<file path="src/rtl/core/ccc_pkg.sv">
// ----------------------------------------------------------------------------
// ccc_pkg
// Shared types, constants and the month-length function of the calendar
// clock counter.
// ----------------------------------------------------------------------------
package ccc_pkg;

   localparam logic [15:0] TICKS_PER_TENTH_RST = 16'd100;

   localparam logic [3:0]  TENTH_LAST  = 4'd9;
   localparam logic [5:0]  SECOND_LAST = 6'd59;
   localparam logic [5:0]  MINUTE_LAST = 6'd59;
   localparam logic [4:0]  HOUR_LAST   = 5'd23;
   localparam logic [3:0]  MONTH_LAST  = 4'd12;
   localparam logic [13:0] YEAR_MAX    = 14'd9999;

   localparam logic [4:0]  DAY_FIRST   = 5'd1;
   localparam logic [3:0]  MONTH_FIRST = 4'd1;

   localparam logic [4:0]  DAY_RST     = 5'd31;
   localparam logic [3:0]  MONTH_RST   = 4'd5;
   localparam logic [13:0] YEAR_RST    = 14'd2021;

   localparam logic [3:0]  MONTH_FEB   = 4'd2;
   localparam logic [3:0]  MONTH_APR   = 4'd4;
   localparam logic [3:0]  MONTH_JUN   = 4'd6;
   localparam logic [3:0]  MONTH_SEP   = 4'd9;
   localparam logic [3:0]  MONTH_NOV   = 4'd11;

   typedef struct packed {
      logic [15:0] tick_phase;
      logic [3:0]  tenths;
      logic [5:0]  seconds;
      logic [5:0]  minutes;
      logic [4:0]  hours;
      logic [4:0]  day;
      logic [3:0]  month;
      logic [13:0] year;
   } ccc_time_type;

   typedef struct packed {
      logic not_empty;
      logic full;
   } ccc_buf_status_type;

   // no leap years: February is always 28 days
   function automatic logic [4:0] ccc_days_in_month(input logic [3:0] month);
      logic [4:0] days;
      case (month) inside
         MONTH_APR, MONTH_JUN, MONTH_SEP, MONTH_NOV: days = 5'd30;
         MONTH_FEB:                                  days = 5'd28;
         default:                                    days = 5'd31;
      endcase
      return days;
   endfunction

endpackage

</file>
<file path="src/rtl/core/ccc_time_next.sv">
// ----------------------------------------------------------------------------
// ccc_time_next
// Next-time logic: prescaler plus the carry chain from tenths up to year.
// ----------------------------------------------------------------------------
module ccc_time_next
   import ccc_pkg::*;
(
   input  ccc_time_type cur_time,
   input  logic [15:0]  ticks_per_tenth,
   input  logic         tick,
   output ccc_time_type next_time
);

   logic [16:0] phase_inc;
   logic        tenth_adv;
   logic        second_adv;
   logic        minute_adv;
   logic        hour_adv;
   logic        day_adv;
   logic        month_adv;
   logic        year_adv;

   // a limit of zero wraps on every tick, same as one
   assign phase_inc  = {1'b0, cur_time.tick_phase} + 17'd1;
   assign tenth_adv  = tick && (phase_inc >= {1'b0, ticks_per_tenth});
   assign second_adv = tenth_adv  && (cur_time.tenths  >= TENTH_LAST);
   assign minute_adv = second_adv && (cur_time.seconds >= SECOND_LAST);
   assign hour_adv   = minute_adv && (cur_time.minutes >= MINUTE_LAST);
   assign day_adv    = hour_adv   && (cur_time.hours   >= HOUR_LAST);
   assign month_adv  = day_adv &&
                       (cur_time.day >= ccc_days_in_month(cur_time.month));
   assign year_adv   = month_adv  && (cur_time.month   >= MONTH_LAST);

   always_comb begin
      next_time = cur_time;
      if (tick) begin
         next_time.tick_phase = tenth_adv ? 16'd0 : phase_inc[15:0];
      end
      if (tenth_adv) begin
         next_time.tenths = second_adv ? 4'd0 : cur_time.tenths + 4'd1;
      end
      if (second_adv) begin
         next_time.seconds = minute_adv ? 6'd0 : cur_time.seconds + 6'd1;
      end
      if (minute_adv) begin
         next_time.minutes = hour_adv ? 6'd0 : cur_time.minutes + 6'd1;
      end
      if (hour_adv) begin
         next_time.hours = day_adv ? 5'd0 : cur_time.hours + 5'd1;
      end
      if (day_adv) begin
         next_time.day = month_adv ? DAY_FIRST : cur_time.day + 5'd1;
      end
      if (month_adv) begin
         next_time.month = year_adv ? MONTH_FIRST : cur_time.month + 4'd1;
      end
      // hold the year at its maximum
      if (year_adv) begin
         next_time.year = (cur_time.year < YEAR_MAX) ? cur_time.year + 14'd1
                                                     : YEAR_MAX;
      end
   end

endmodule

</file>
<file path="src/rtl/core/ccc_out_buf.sv">
// ----------------------------------------------------------------------------
// ccc_out_buf
// Two-entry result buffer; decouples the response side from request intake.
// ----------------------------------------------------------------------------
module ccc_out_buf
   import ccc_pkg::*;
(
   input  logic               clock,
   input  logic               reset,
   input  logic               push,
   input  ccc_time_type       push_data,
   input  logic               pop,
   output ccc_buf_status_type status,
   output ccc_time_type       head
);

   logic [1:0]   count_ff;
   logic [1:0]   count_in;
   ccc_time_type slot0_ff;
   ccc_time_type slot0_in;
   ccc_time_type slot1_ff;
   ccc_time_type slot1_in;

   always_comb begin
      count_in = count_ff;
      slot0_in = slot0_ff;
      slot1_in = slot1_ff;
      case (count_ff)
         2'd0: begin
            if (push) begin
               slot0_in = push_data;
               count_in = 2'd1;
            end
         end
         2'd1: begin
            if (push && pop) begin
               slot0_in = push_data;
            end else if (push) begin
               slot1_in = push_data;
               count_in = 2'd2;
            end else if (pop) begin
               count_in = 2'd0;
            end
         end
         2'd2: begin
            // full: no push; advance the second entry to the head
            if (pop) begin
               slot0_in = slot1_ff;
               count_in = 2'd1;
            end
         end
         default: count_in = 2'd0;
      endcase
   end

   always_ff @(posedge clock) begin
      if (reset) begin
         count_ff <= 2'd0;
      end else begin
         count_ff <= count_in;
      end
      slot0_ff <= slot0_in;
      slot1_ff <= slot1_in;
   end

   assign status.not_empty = (count_ff != 2'd0);
   assign status.full      = (count_ff == 2'd2);
   assign head             = slot0_ff;

   a_count_range: assert property (@(posedge clock) disable iff (reset)
      count_ff != 2'd3)
      else $error("result buffer count out of range");

   a_fill_second: assert property (@(posedge clock) disable iff (reset)
      (push && !pop && count_ff == 2'd1) |=> count_ff == 2'd2)
      else $error("second entry not taken");

   a_shift_head: assert property (@(posedge clock) disable iff (reset)
      (pop && count_ff == 2'd2) |=> slot0_ff == $past(slot1_ff))
      else $error("head not refilled from second entry");

endmodule

</file>
<file path="src/rtl/core/calendar_clock_counter_core.sv">
// ----------------------------------------------------------------------------
// calendar_clock_counter_core
// Real-time clock and calendar: a prescaler over base ticks drives tenths,
// seconds, minutes, hours, day, month and year; every request returns the time.
// ----------------------------------------------------------------------------
//  channel | direction | handshake            | payload
//  req     | in        | req_valid/req_ready  | req_tick
//  rsp     | out       | rsp_valid/rsp_ready  | tick_phase .. year
//  csr     | in        | csr_valid/csr_ready  | csr_ticks_per_tenth
//
//  One request per cycle while req_ready is high; each result is registered.
//  The whole carry chain is combinational from the time register.
//  A two-entry result buffer keeps req_ready high while one result waits.
//  Synchronous reset sets 00:00:00.0 on 31.05.2021 and a limit of 100.
//  csr_ready is always high.
// ----------------------------------------------------------------------------
module calendar_clock_counter_core
   import ccc_pkg::*;
(
   input  logic        clock,
   input  logic        reset,
   input  logic        req_valid,
   output logic        req_ready,
   input  logic        req_tick,
   output logic        rsp_valid,
   input  logic        rsp_ready,
   output logic [15:0] rsp_tick_phase,
   output logic [3:0]  rsp_tenths,
   output logic [5:0]  rsp_seconds,
   output logic [5:0]  rsp_minutes,
   output logic [4:0]  rsp_hours,
   output logic [4:0]  rsp_day,
   output logic [3:0]  rsp_month,
   output logic [13:0] rsp_year,
   input  logic        csr_valid,
   output logic        csr_ready,
   input  logic [15:0] csr_ticks_per_tenth
);

   ccc_time_type       time_ff;
   ccc_time_type       time_in;
   ccc_time_type       time_next;
   logic [15:0]        limit_ff;
   logic [15:0]        limit_in;
   logic               req_accept;
   ccc_buf_status_type buf_status;
   ccc_time_type       rsp_head;

   assign csr_ready  = 1'b1;
   assign req_ready  = !buf_status.full;
   assign req_accept = req_valid && req_ready;

   ccc_time_next u_time_next (
      .cur_time        (time_ff),
      .ticks_per_tenth (limit_ff),
      .tick            (req_tick),
      .next_time       (time_next)
   );

   assign limit_in = (csr_valid && csr_ready) ? csr_ticks_per_tenth : limit_ff;
   assign time_in  = req_accept ? time_next : time_ff;

   always_ff @(posedge clock) begin
      if (reset) begin
         limit_ff <= TICKS_PER_TENTH_RST;
         time_ff  <= '{tick_phase: 16'd0, tenths: 4'd0, seconds: 6'd0,
                       minutes: 6'd0, hours: 5'd0, day: DAY_RST,
                       month: MONTH_RST, year: YEAR_RST};
      end else begin
         limit_ff <= limit_in;
         time_ff  <= time_in;
      end
   end

   ccc_out_buf u_out_buf (
      .clock     (clock),
      .reset     (reset),
      .push      (req_accept),
      .push_data (time_next),
      .pop       (rsp_valid && rsp_ready),
      .status    (buf_status),
      .head      (rsp_head)
   );

   assign rsp_valid      = buf_status.not_empty;
   assign rsp_tick_phase = rsp_head.tick_phase;
   assign rsp_tenths     = rsp_head.tenths;
   assign rsp_seconds    = rsp_head.seconds;
   assign rsp_minutes    = rsp_head.minutes;
   assign rsp_hours      = rsp_head.hours;
   assign rsp_day        = rsp_head.day;
   assign rsp_month      = rsp_head.month;
   assign rsp_year       = rsp_head.year;

   a_read_holds: assert property (@(posedge clock) disable iff (reset)
      (req_accept && !req_tick) |=> $stable(time_ff))
      else $error("read request changed the time");

   a_day_nonzero: assert property (@(posedge clock) disable iff (reset)
      time_ff.day != 5'd0 && time_ff.month != 4'd0)
      else $error("day or month reached zero");

   a_result_is_time: assert property (@(posedge clock) disable iff (reset)
      (req_accept && !buf_status.not_empty) |=> rsp_head == time_ff)
      else $error("result does not match updated time");

endmodule
</file>
<file path="config.mk">
export PLATFORM = sky130hd
export DESIGN_NAME = calendar_clock_counter_core
export DESIGN_NICKNAME = d
export VERILOG_FILES = /design/src/rtl/core/ccc_pkg.sv /design/src/rtl/core/ccc_time_next.sv /design/src/rtl/core/ccc_out_buf.sv /design/src/rtl/core/calendar_clock_counter_core.sv
export SDC_FILE = /design/constraint.sdc
export NUM_CORES = 1
export LEC_CHECK = 0
export ABC_CLOCK_PERIOD_IN_PS = 9350
export BUFFER_PORTS_ARGS = -buffer_cell sky130_fd_sc_hd__buf_2
export CAP_MARGIN = 30
export CELL_PAD_IN_SITES_DETAIL_PLACEMENT = 0
export CELL_PAD_IN_SITES_GLOBAL_PLACEMENT = 1
export CORE_MARGIN = 2
export CORE_UTILIZATION = 25
export CTS_CLUSTER_DIAMETER = 50
export DETAILED_ROUTE_END_ITERATION = 10
export PLACE_DENSITY_LB_ADDON = 0.1
export REMOVE_ABC_BUFFERS = 1
export SLEW_MARGIN = 15
export SYNTH_ARGS = -nofsm -noshare
export SYNTH_HDL_FRONTEND = slang
export SYNTH_SLANG_ARGS = --single-unit
</file>
<file path="constraint.sdc">
create_clock -name clock -period 9.35 [get_ports clock]
set_clock_uncertainty 0.1 [all_clocks]
set_input_delay 2.3375 -clock clock [delete_from_list [all_inputs] [get_ports clock]]
set_output_delay 2.3375 -clock clock [all_outputs]
set_load 0.02 [all_outputs]
</file>
==> flow_summary_export.csv, run 1 <==
group,metric,value,unit
run_status,status,"completed",
flow_run,drv_cap,0,
grt,grt_pass1_wl,44000,um
sta,period_share,52.3,%
sta,drv_slew,0,
grt,groute.usage.overall,13.9,%
die,die_h,203,um
drt,num_vias,7424,
placement,dpl-instance-area,10800,um^2
logic_synthesis,synthFlopType,"edfxtp_1",
drt,via_per_inst,4.75,
die,core-area,38800,um^2
sta,slew-limit-headroom,37.2,%
logic_synthesis,netlist_area,9870,um^2
setup_path,worst_setup_path_start_kind,"input port",
logic_synthesis,synth_largest_type_area_fraction,36.5,%
die,die_width,203,um
finish,area_growth,15.0,%
setup_path,reg2regPathDepth,13,
finish,antenna_cells,0,
logic_synthesis,yosysWarnings,0,
clock_network,post_cts_resized,0,
clock_network,ctsHtreeMaxLevel,4,
clock_network,postCtsSetupBuffers,0,
setup_path,required,9460,ps
finish,design_area,11400,um^2
sta,setup_viol,0,
pwr,power,1.88,mW
finish,fin_cells,1562,
sta,fmax,205,MHz
drt,dr.pass1.iters,4,
clock_network,tritoncts,"built",
sta,rsz0062_at_grt,"false",
placement,hpwl,17900,um
placement,dp_cells,1530,
drt,drcViolationCount,0,
sta,worst_slew_pin_slew,934,ps
clock_network,cts_hold_buf,0,
sta,tns,0,ps
setup_path,worst_setup_path_end_kind,"flip-flop",
die,num_rows,72,
drt,wire_per_inst,17.7,um
sta,hold_viol_final,0,
logic_synthesis,ys_ff_latch,198,
pwr,cellLeakagePower,4.15,nW
die,pin_count,85,
clock_network,cts_num_sinks,198,
logic_synthesis,ys_async_sr_fraction,0,%
logic_synthesis,synth_edf_count,120,
logic_synthesis,synth.distinct_cells,73,
setup_path,crit_path_max_fanout,21,
clock_network,clockRootBuffer,"clkbuf_16",
pwr,p_per_area,166,nW/um^2
setup_path,critPathKind,"in2reg",
grt,grt_pass1_vias,7497,
min_path,hold_depth,2,
die,die_area,41100,um^2
grt,antenna_found_initial,0,
grt,grt_max_degree,81,
finish,final_util,29.3,%
placement,port_buffers,83,
logic_synthesis,synth.avg_cell_area,10.2,um^2
grt,overflow,0,
finish,final_common_cell,"edfxtp_1",
clock_network,cts.reportedPaths.clkPinSlew,80,ps
placement,gp_congestion,0.750,
drt,drt_iter0_drc,399,
finish,mostFrequentLayoutCells,"edfxtp_1, nor2_1, buf_2, dfxtp_1, a21oi_1",
min_path,hp-class,"reg2reg",
setup_path,arrival,5000,ps
sta,fin_crit,4890,ps
die,initial_utilization,25.4,%
logic_synthesis,synth_largest_area_cell,"edfxtp_1",
clock_network,clk_path_buf_depth,2,
logic_synthesis,seq_area_frac_synth,52.3,%
drt,wl,27700,um
logic_synthesis,yosys-top-cells-area,"edfxtp_1, dfxtp_1, mux2_2",
clock_network,numCtsBuffers,17,
finish,drive_above_1_share,17.1,%
clock_network,clock_latency,450,ps
pwr,irDropWorstVdd,0.119,mV
finish,nNetsFinal,1084,
logic_synthesis,syn_inst,972,
drt,postRouteAntennaNets,0,
worst paths after layout:
| path | from | end | slack, ps |
|---|---|---|---|
| max | req_tick | u_out_buf.head[24] | 4460 |
| min reg2reg | limit_ff[10] | limit_ff[10] | 390 |
| max reg2reg | time_ff[48] | u_out_buf.head[2] | 4550 |
| min | limit_ff[10] | limit_ff[10] | 390 |
worst max-delay path: stages:
cell	delay [ps]
buf_2	340
clkinv_1	560
nor2_1	240
buf_4	280
nand2_1	180
nor2_1	380
mux2_2	400
mux2_2	260
Yosys cell counts (all sizes together), types with 25 or more instances:
| cell | n |
|---|---|
| clkbuf | 39 |
| nand2 | 77 |
| a21oi | 77 |
| inv | 39 |
| nor2 | 99 |
| nor3 | 25 |
| ha | 31 |
| nand3 | 44 |
| edfxtp | 120 |
| o21ai | 63 |
| dfxtp | 78 |
| mux2 | 36 |
stage by stage:
step                hold WS (ps)  setup slack (ps)
finish                       394              4460
detailed placement           384              3940
global route                 422              4010
global placement             376              4020
CTS                          403              4420
floorplan                    360              3510
layer usage:
metal	track usage, %	share of wire [%]	vias to the layer above
li1	-	-	3706
met1	19.4	51	3622
met2	22.2	46	79
met3	2.05	2.0	17
met4	4.09	1.2	0
met5	0	0	-
registers in the layout, summed over array words and instances, names as in the netlist:
name and flops:
u_out_buf.count_ff 2, time_ff 60, u_out_buf.slot1_ff 60, limit_ff 16, u_out_buf.head 60
power by group:
group / leakage, nW / switching (mW) / internal, mW / total [mW]
Sequential: 1.67 / 0.0153 / 0.957 / 0.973
Combinational: 2.21 / 0.127 / 0.0509 / 0.178
Clock: 0.261 / 0.353 / 0.377 / 0.730
cells by family (layout without fill, tap and decap cells):
| logic type | count (synthesis) | count (layout) | share of synthesized area (%) |
|---|---|---|---|
| xor gates and xnor gates | 16 | 16 | 1.42 |
| DFF | 198 | 198 | 52.3 |
| adders and majority gates | 32 | 32 | 4.03 |
| other | 1 | 1 | 0.0380 |
| AOI/OAI and AO/OA | 239 | 239 | 15.3 |
| buffers and inverters | 95 | 167 | 4.02 |
| and+or+nand+nor | 338 | 338 | 17.1 |
| muxes | 53 | 53 | 5.83 |
area by class of cell:
class                           count  area [um^2]
Clock inverter                     10          101
Clock buffer                       22          454
Multi-Input combinational cell    679         4320
Sequential cell                   198         5160
Inverter                           40          150
Fill cell                        4112        27500
Tap cell                          518          648
Timing Repair Buffer               95          518
Power figures use the tool's default switching activity.
==> run 2, diff against run 1 <==
- ABC_CLOCK_PERIOD_IN_PS: 9350 -> 5000
- clock period: 9.35 -> 5 ns (I/O delays scaled with it)
==> run 2 against run 1 <==
Largest cell class unchanged. Critical endpoint is now u_out_buf.head[39]. Non-clock buffer count rose by 22. Critical path type is now reg2reg. Critical path depth increased by 6. Power up 91%.
==> flow_summary_export.csv, run 2 (synthesis results as in run 1) <==
group,metric,value,unit
die,die_area,41100,um^2
sta,tns,0,ps
drt,num_vias,7550,
finish,design_area,11600,um^2
sta,fin_crit,4590,ps
sta,worst_slack,412,ps
finish,nFillCells,4040,
placement,place_ws,402,ps
drt,wire_per_inst,17.8,um
clock_network,postCtsSetupBuffers,0,
setup_path,arrival,4690,ps
sta,worst_slew_pin_slew,860,ps
min_path,hp-class,"reg2reg",
finish,mostFrequentLayoutCells,"edfxtp_1, nor2_1, buf_2, dfxtp_1, a21oi_1",
run_status,status,"completed",
clock_network,clk_path_buf_depth,2,
grt,overflow,0,
pwr,cellLeakagePower,4.27,nW
clock_network,tritoncts,"built",
die,core-area,38800,um^2
finish,final_common_cell,"edfxtp_1",
finish,nNetsFinal,1106,
pwr,swShare,26.5,%
setup_path,critPathSlowestCell,"o211a_1",
grt,antenna_found_initial,0,
drt,drcViolationCount,0,
setup_path,worst_setup_path_end_kind,"flip-flop",
die,die_h,203,um
sta,period_share,91.8,%
grt,grt_pass1_vias,7452,
setup_path,worst_setup_path_start_kind,"flip-flop",
sta,fmax,218,MHz
setup_path,critPathKind,"reg2reg",
drt,wl,28200,um
sta,rsz0062_at_grt,"false",
setup_path,crit_path_max_fanout,20,
setup_path,max_stage_delay,730,ps
pwr,power_switching,953,uW
placement,hpwl,19100,um
sta,drv_slew,0,
sta,slew-limit-headroom,42.6,%
die,pin_count,85,
placement,gp_congestion,0.799,
clock_network,cts_num_sinks,198,
clock_network,post_cts_resized,0,
pwr,seqPwrFrac,50.5,%
clock_network,clockRootBuffer,"clkbuf_16",
drt,drt_iter0_drc,405,
placement,port_buffers,83,
pwr,p_per_area,311,nW/um^2
setup_path,crit_chain,"ha_1, nand3_4, nor3_4, nand3_1, xnor2_1, ha_1, a21o_1, a21oi_1, o21a_1, o211a_1, buf_4, nor3_1, o21a_1, mux2_2",
clock_network,cts.reportedPaths.clkPinSlew,80,ps
clock_network,clock_latency,460,ps
drt,dr.pass1.iters,5,
pwr,p_int,2.65,mW
sta,hold_slack,396,ps
pwr,comb_power_share,9.8,%
finish,seq_area,5160,um^2
die,die_width,203,um
die,num_rows,72,
drt,via_per_inst,4.77,
finish,area_growth,17.3,%
finish,drive_above_1_share,19.2,%
pwr,irDropWorstVdd,0.219,mV
sta,setup_viol,0,
setup_path,required,5100,ps
sta,hold_viol_final,0,
flow_run,drv_cap,0,
clock_network,ctsHtreeMaxLevel,4,
grt,groute.usage.overall,14.1,%
pwr,power_frac_clock,39.7,%
placement,dpl-instance-area,11000,um^2
die,initial_utilization,25.4,%
finish,antenna_cells,0,
grt,grt_pass1_wl,44500,um
grt,grt_max_degree,61,
clock_network,cts_hold_buf,0,
finish,multiInputGateArea,4320,um^2
clock_network,numCtsBuffers,17,
drt,postRouteAntennaNets,0,
-- run 2: changes by cell type in the layout (fill, tap and decap cells not counted) --
cell / before / now
buf_16: 0 / 1
buf_4: 11 / 32
bufinv_16: 1 / 2
clkbuf_1: 4 / 0
clkbuf_8: 1 / 0
inv_6: 1 / 5
-- run 2: path summary, 6_finish.rpt --
check                from                 end  slack [ps]  cells after the start
max           time_ff[44]  u_out_buf.head[39]         410                     14
min          limit_ff[15]        limit_ff[15]         400                      2
max reg2reg   time_ff[44]  u_out_buf.head[39]         410                     14
min reg2reg  limit_ff[15]        limit_ff[15]         400                      2
-- run 2: area by class of cell --
| class | count | share of cell area, % |
|---|---|---|
| flip-flops and latches | 198 | 44.6 |
| multi-input cells | 679 | 37.3 |
| repair buffers | 117 | 6.07 |
| well taps | 518 | 5.60 |
| clock buffers | 17 | 3.67 |
| clock inverters | 15 | 1.44 |
| inverters | 40 | 1.30 |
-- run 2: metal layers --
| metal | up-vias | GRT usage (%) | wire length [um] |
|---|---|---|---|
| li1 | 3753 | - | - |
| met1 | 3656 | 20.4 | 14600 |
| met2 | 120 | 21.7 | 12500 |
| met3 | 21 | 2.22 | 784 |
| met4 | 0 | 4.28 | 393 |
| met5 | - | 0 | 0 |
-- run 2: critical path, delay by kind of cell, from the launching register on --
family,cells,cell delay [ps]
buffers and inverters,1,380
multiplexers,1,260
flip-flops,1,460
adder cells (fa/ha/maj),2,630
AND/OR/NAND/NOR,4,810
XOR/XNOR,1,210
AO/OA/AOI/OAI,5,1460
-- run 2: power groups by stage --
stage	Combinational (mW)	Clock, mW	Sequential (mW)
after global placement	0.364	0	1.86
after detailed placement	0.360	0	1.85
final	0.354	1.43	1.82
after global routing	0.394	1.55	1.82
after floorplan	0.159	0	1.89
after CTS	0.362	1.49	1.82
-- run 2: stage by stage --
| step | total power [mW] | cells | utilization [%] |
|---|---|---|---|
| after floorplan | 2.05 | 917 | - |
| after global placement | 2.22 | 1551 | 28.2 |
| after detailed placement | 2.21 | 1551 | 28.2 |
| after CTS | 3.67 | 1583 | 29.8 |
| after global routing | 3.77 | 1584 | 29.8 |
| final | 3.60 | 1584 | 29.8 |
==> run 3, diff against run 2 <==
- CORE_UTILIZATION: 25 -> 49
- SYNTH_HIERARCHICAL: not set -> 1
==> run 3 against run 2 <==
Register-to-register slack worse by 30 ps. Maximum frequency down 0.70%. Non-clock buffer count down 25. Synthesized cell count down 6.8%. Sequential cell count unchanged. Critical endpoint is now u_out_buf/head[29]. Die area down 45%. Final cell count down 21%. Wire length down 21%. Combinational power up 5%. Utilization up 25 points.
==> flow_summary_export.csv, run 3 <==
group,metric,value,unit
grt,grt_pass1_vias,7026,
finish,mostFrequentLayoutCells,"edfxtp_1, buf_2, dfxtp_1, nor2_1, mux2_4",
logic_synthesis,ys_ff_latch,198,
setup_path,crit_chain,"and3_1, and3_1, nand2_1, nor3_1, nand2_1, xnor2_1, ha_1, nand3_1, nor2_1, a221o_1, a311o_2, o21ai_2, o21ai_0, mux2_4",
finish,final_common_cell,"edfxtp_1",
drt,num_vias,7048,
grt,grt_busiest_layer,"met2",
clock_network,clock_latency,430,ps
placement,dpl-instance-area,11000,um^2
setup_path,path_delay_family,"compound AO/OA/AOI/OAI gates",
clock_network,numCtsBuffers,17,
finish,design_area,11600,um^2
pwr,p_int,2.71,mW
flow_run,drv_cap,0,
setup_path,max_stage_delay,560,ps
sta,slew-limit-headroom,43.9,%
setup_path,crit_path_start,"time_ff[46]",
placement,hpwl,14200,um
logic_synthesis,seq_area_frac_synth,49.2,%
pwr,swShare,24.9,%
sta,fin_crit,4620,ps
grt,groute.usage.overall,20.6,%
logic_synthesis,synth_largest_type_area_fraction,34.3,%
grt,met3_usage,4.27,%
die,die_area,22600,um^2
drt,wire_per_inst,17.8,um
setup_path,crit_path_max_fanout,15,
drt,drcViolationCount,0,
setup_path,arrival,4700,ps
sta,worst_slew_pin_slew,841,ps
logic_synthesis,netlist_area,10500,um^2
sta,setup_viol,0,
finish,antenna_cells,0,
logic_synthesis,yosysWarnings,6,
min_path,hp-class,"reg2reg",
logic_synthesis,syn_inst,906,
die,num_rows,53,
pwr,seqPwrFrac,51.5,%
finish,nNetsFinal,1016,
run_status,status,"completed",
finish,drive_above_1_share,21.7,%
placement,port_buffers,83,
drt,drt_iter0_drc,503,
pwr,irDropWorstVdd,0.171,mV
logic_synthesis,synth.distinct_cells,75,
setup_path,crit_buf_inv,0,
logic_synthesis,synth.avg_cell_area,11.6,um^2
clock_network,tritoncts,"built",
grt,grt_pass1_wl,36400,um
drt,via_per_inst,5.63,
grt,overflow,0,
sta,fmax,216,MHz
grt,grt_util_met2,33.1,%
pwr,power_frac_clock,38.2,%
grt,grt_max_degree,78,
logic_synthesis,ys_async_sr_fraction,0,%
die,core-area,21000,um^2
die,die_width,150,um
die,die_h,150,um
setup_path,reg2reg_from,"time_ff[46]",
pwr,power_switching,895,uW
clock_network,cts.reportedPaths.clkPinSlew,70,ps
min_path,hp-start,"limit_ff[15]",
sta,drv_slew,0,
logic_synthesis,synth_largest_area_cell,"edfxtp_1",
setup_path,critPathKind,"reg2reg",
clock_network,clockRootBuffer,"clkbuf_16",
setup_path,worst_setup_path_end_kind,"flip-flop",
sta,period_share,92.4,%
clock_network,cts_num_sinks,198,
drt,dr.pass1.iters,6,
clock_network,ctsHtreeMaxLevel,4,
placement,gp_congestion,0.860,
die,pin_count,85,
grt,antenna_found_initial,0,
logic_synthesis,synth_most_common_cell,"edfxtp_1",
clock_network,postCtsSetupBuffers,0,
setup_path,required,5080,ps
drt,wl,22300,um
logic_synthesis,yosys-top-cells-area,"edfxtp_1, dfxtp_1, mux2_4",
sta,tns,0,ps
pwr,cellLeakagePower,4.29,nW
finish,fin_cells,1251,
logic_synthesis,synthFlopType,"edfxtp_1",
placement,dp_cells,1219,
logic_synthesis,synth_edf_count,120,
sta,rsz0062_at_grt,"false",
sta,hold_viol_final,0,
logic_synthesis,synth_commonest_cells,"edfxtp_1, dfxtp_1, nor2_1, mux2_4, nand2b_1",
finish,area_growth,10.2,%
grt,grt_use_met1,28.1,%
pwr,comb_power_share,10.3,%
setup_path,critPathSlowestCell,"o21ai_2",
drt,postRouteAntennaNets,0,
setup_path,worst_setup_path_start_kind,"flip-flop",
pwr,p_per_area,311,nW/um^2
clock_network,clk_path_buf_depth,2,
die,initial_utilization,50.0,%
==> run 3: cell count changes after synthesis, sizes merged, moves of 15 or more <==
cell	delta
a21oi	-59
buf	+23
mux2	+27
nor2	-30
o21ai	+31
nor3	-15
mux2i	+15
nand2b	+44
nand4bb	+45
nand2	-39
clkbuf	-24
==> run 3: cells by family after synthesis <==
family,after synthesis,share of synthesized area (%)
AO/OA/AOI/OAI,178,11.0
XOR/XNOR,13,1.08
adder cells (fa/ha/maj),32,3.79
buffers and inverters,91,5.21
flip-flops,198,49.2
multiplexers,95,12.0
other,1,0.0357
AND/OR/NAND/NOR,298,17.7
==> run 3: path summary, 6_finish.rpt <==
path,to,cells after the start,slack (ps)
max,u_out_buf/head[29],14,380
min,limit_ff[15],2,400
max reg2reg,u_out_buf/head[29],14,380
min reg2reg,limit_ff[15],2,400
==> run 3: cell type report <==
type | count | area, um^2
Sequential cell | 198 | 5160
Clock buffer | 19 | 433
Timing Repair Buffer | 92 | 531
Multi-Input combinational cell | 617 | 4810
Tap cell | 275 | 344
Fill cell | 1857 | 9450
Inverter | 37 | 139
Clock inverter | 13 | 145
==> run 3: what timing repair did <==
action | CTS | global route
hold buffers | 0 | 0
gates resized for setup | 0 | 3
endpoints found under the setup margin | 0 | 19
==> run 3: layer usage <==
metal	vias to the layer above	share of wire (%)	routed length (um)
met5	-	0	0
met4	0	1.4	311
met3	25	4.0	882
met2	145	47	10500
met1	3437	48	10600
li1	3441	-	-
==> run 3: metrics by stage <==
stage	hold slack, ps	utilization (%)	power, mW	worst slack (ps)
finish	395	55.0	3.60	379
global route	426	55.0	3.75	85.7
CTS	402	55.0	3.65	239
detailed placement	385	52.2	2.27	258
global placement	371	52.1	2.26	393
floorplan	351	-	2.12	-435
==> run 3: tightest hold or removal path, delay by kind of cell, from the launching register on <==
kind / cells / cell delay [ps]
flip-flops: 1 / 330
AND/OR/NAND/NOR: 1 / 70
multiplexers: 1 / 60
==> run 3: power by group through the flow <==
| stage | logic [mW] | registers (mW) | clock network, mW |
|---|---|---|---|
| after floorplan | 0.165 | 1.96 | 0 |
| after global placement | 0.371 | 1.89 | 0 |
| after detailed placement | 0.378 | 1.89 | 0 |
| after CTS | 0.379 | 1.86 | 1.42 |
| after global routing | 0.404 | 1.86 | 1.48 |
| final | 0.372 | 1.85 | 1.37 |
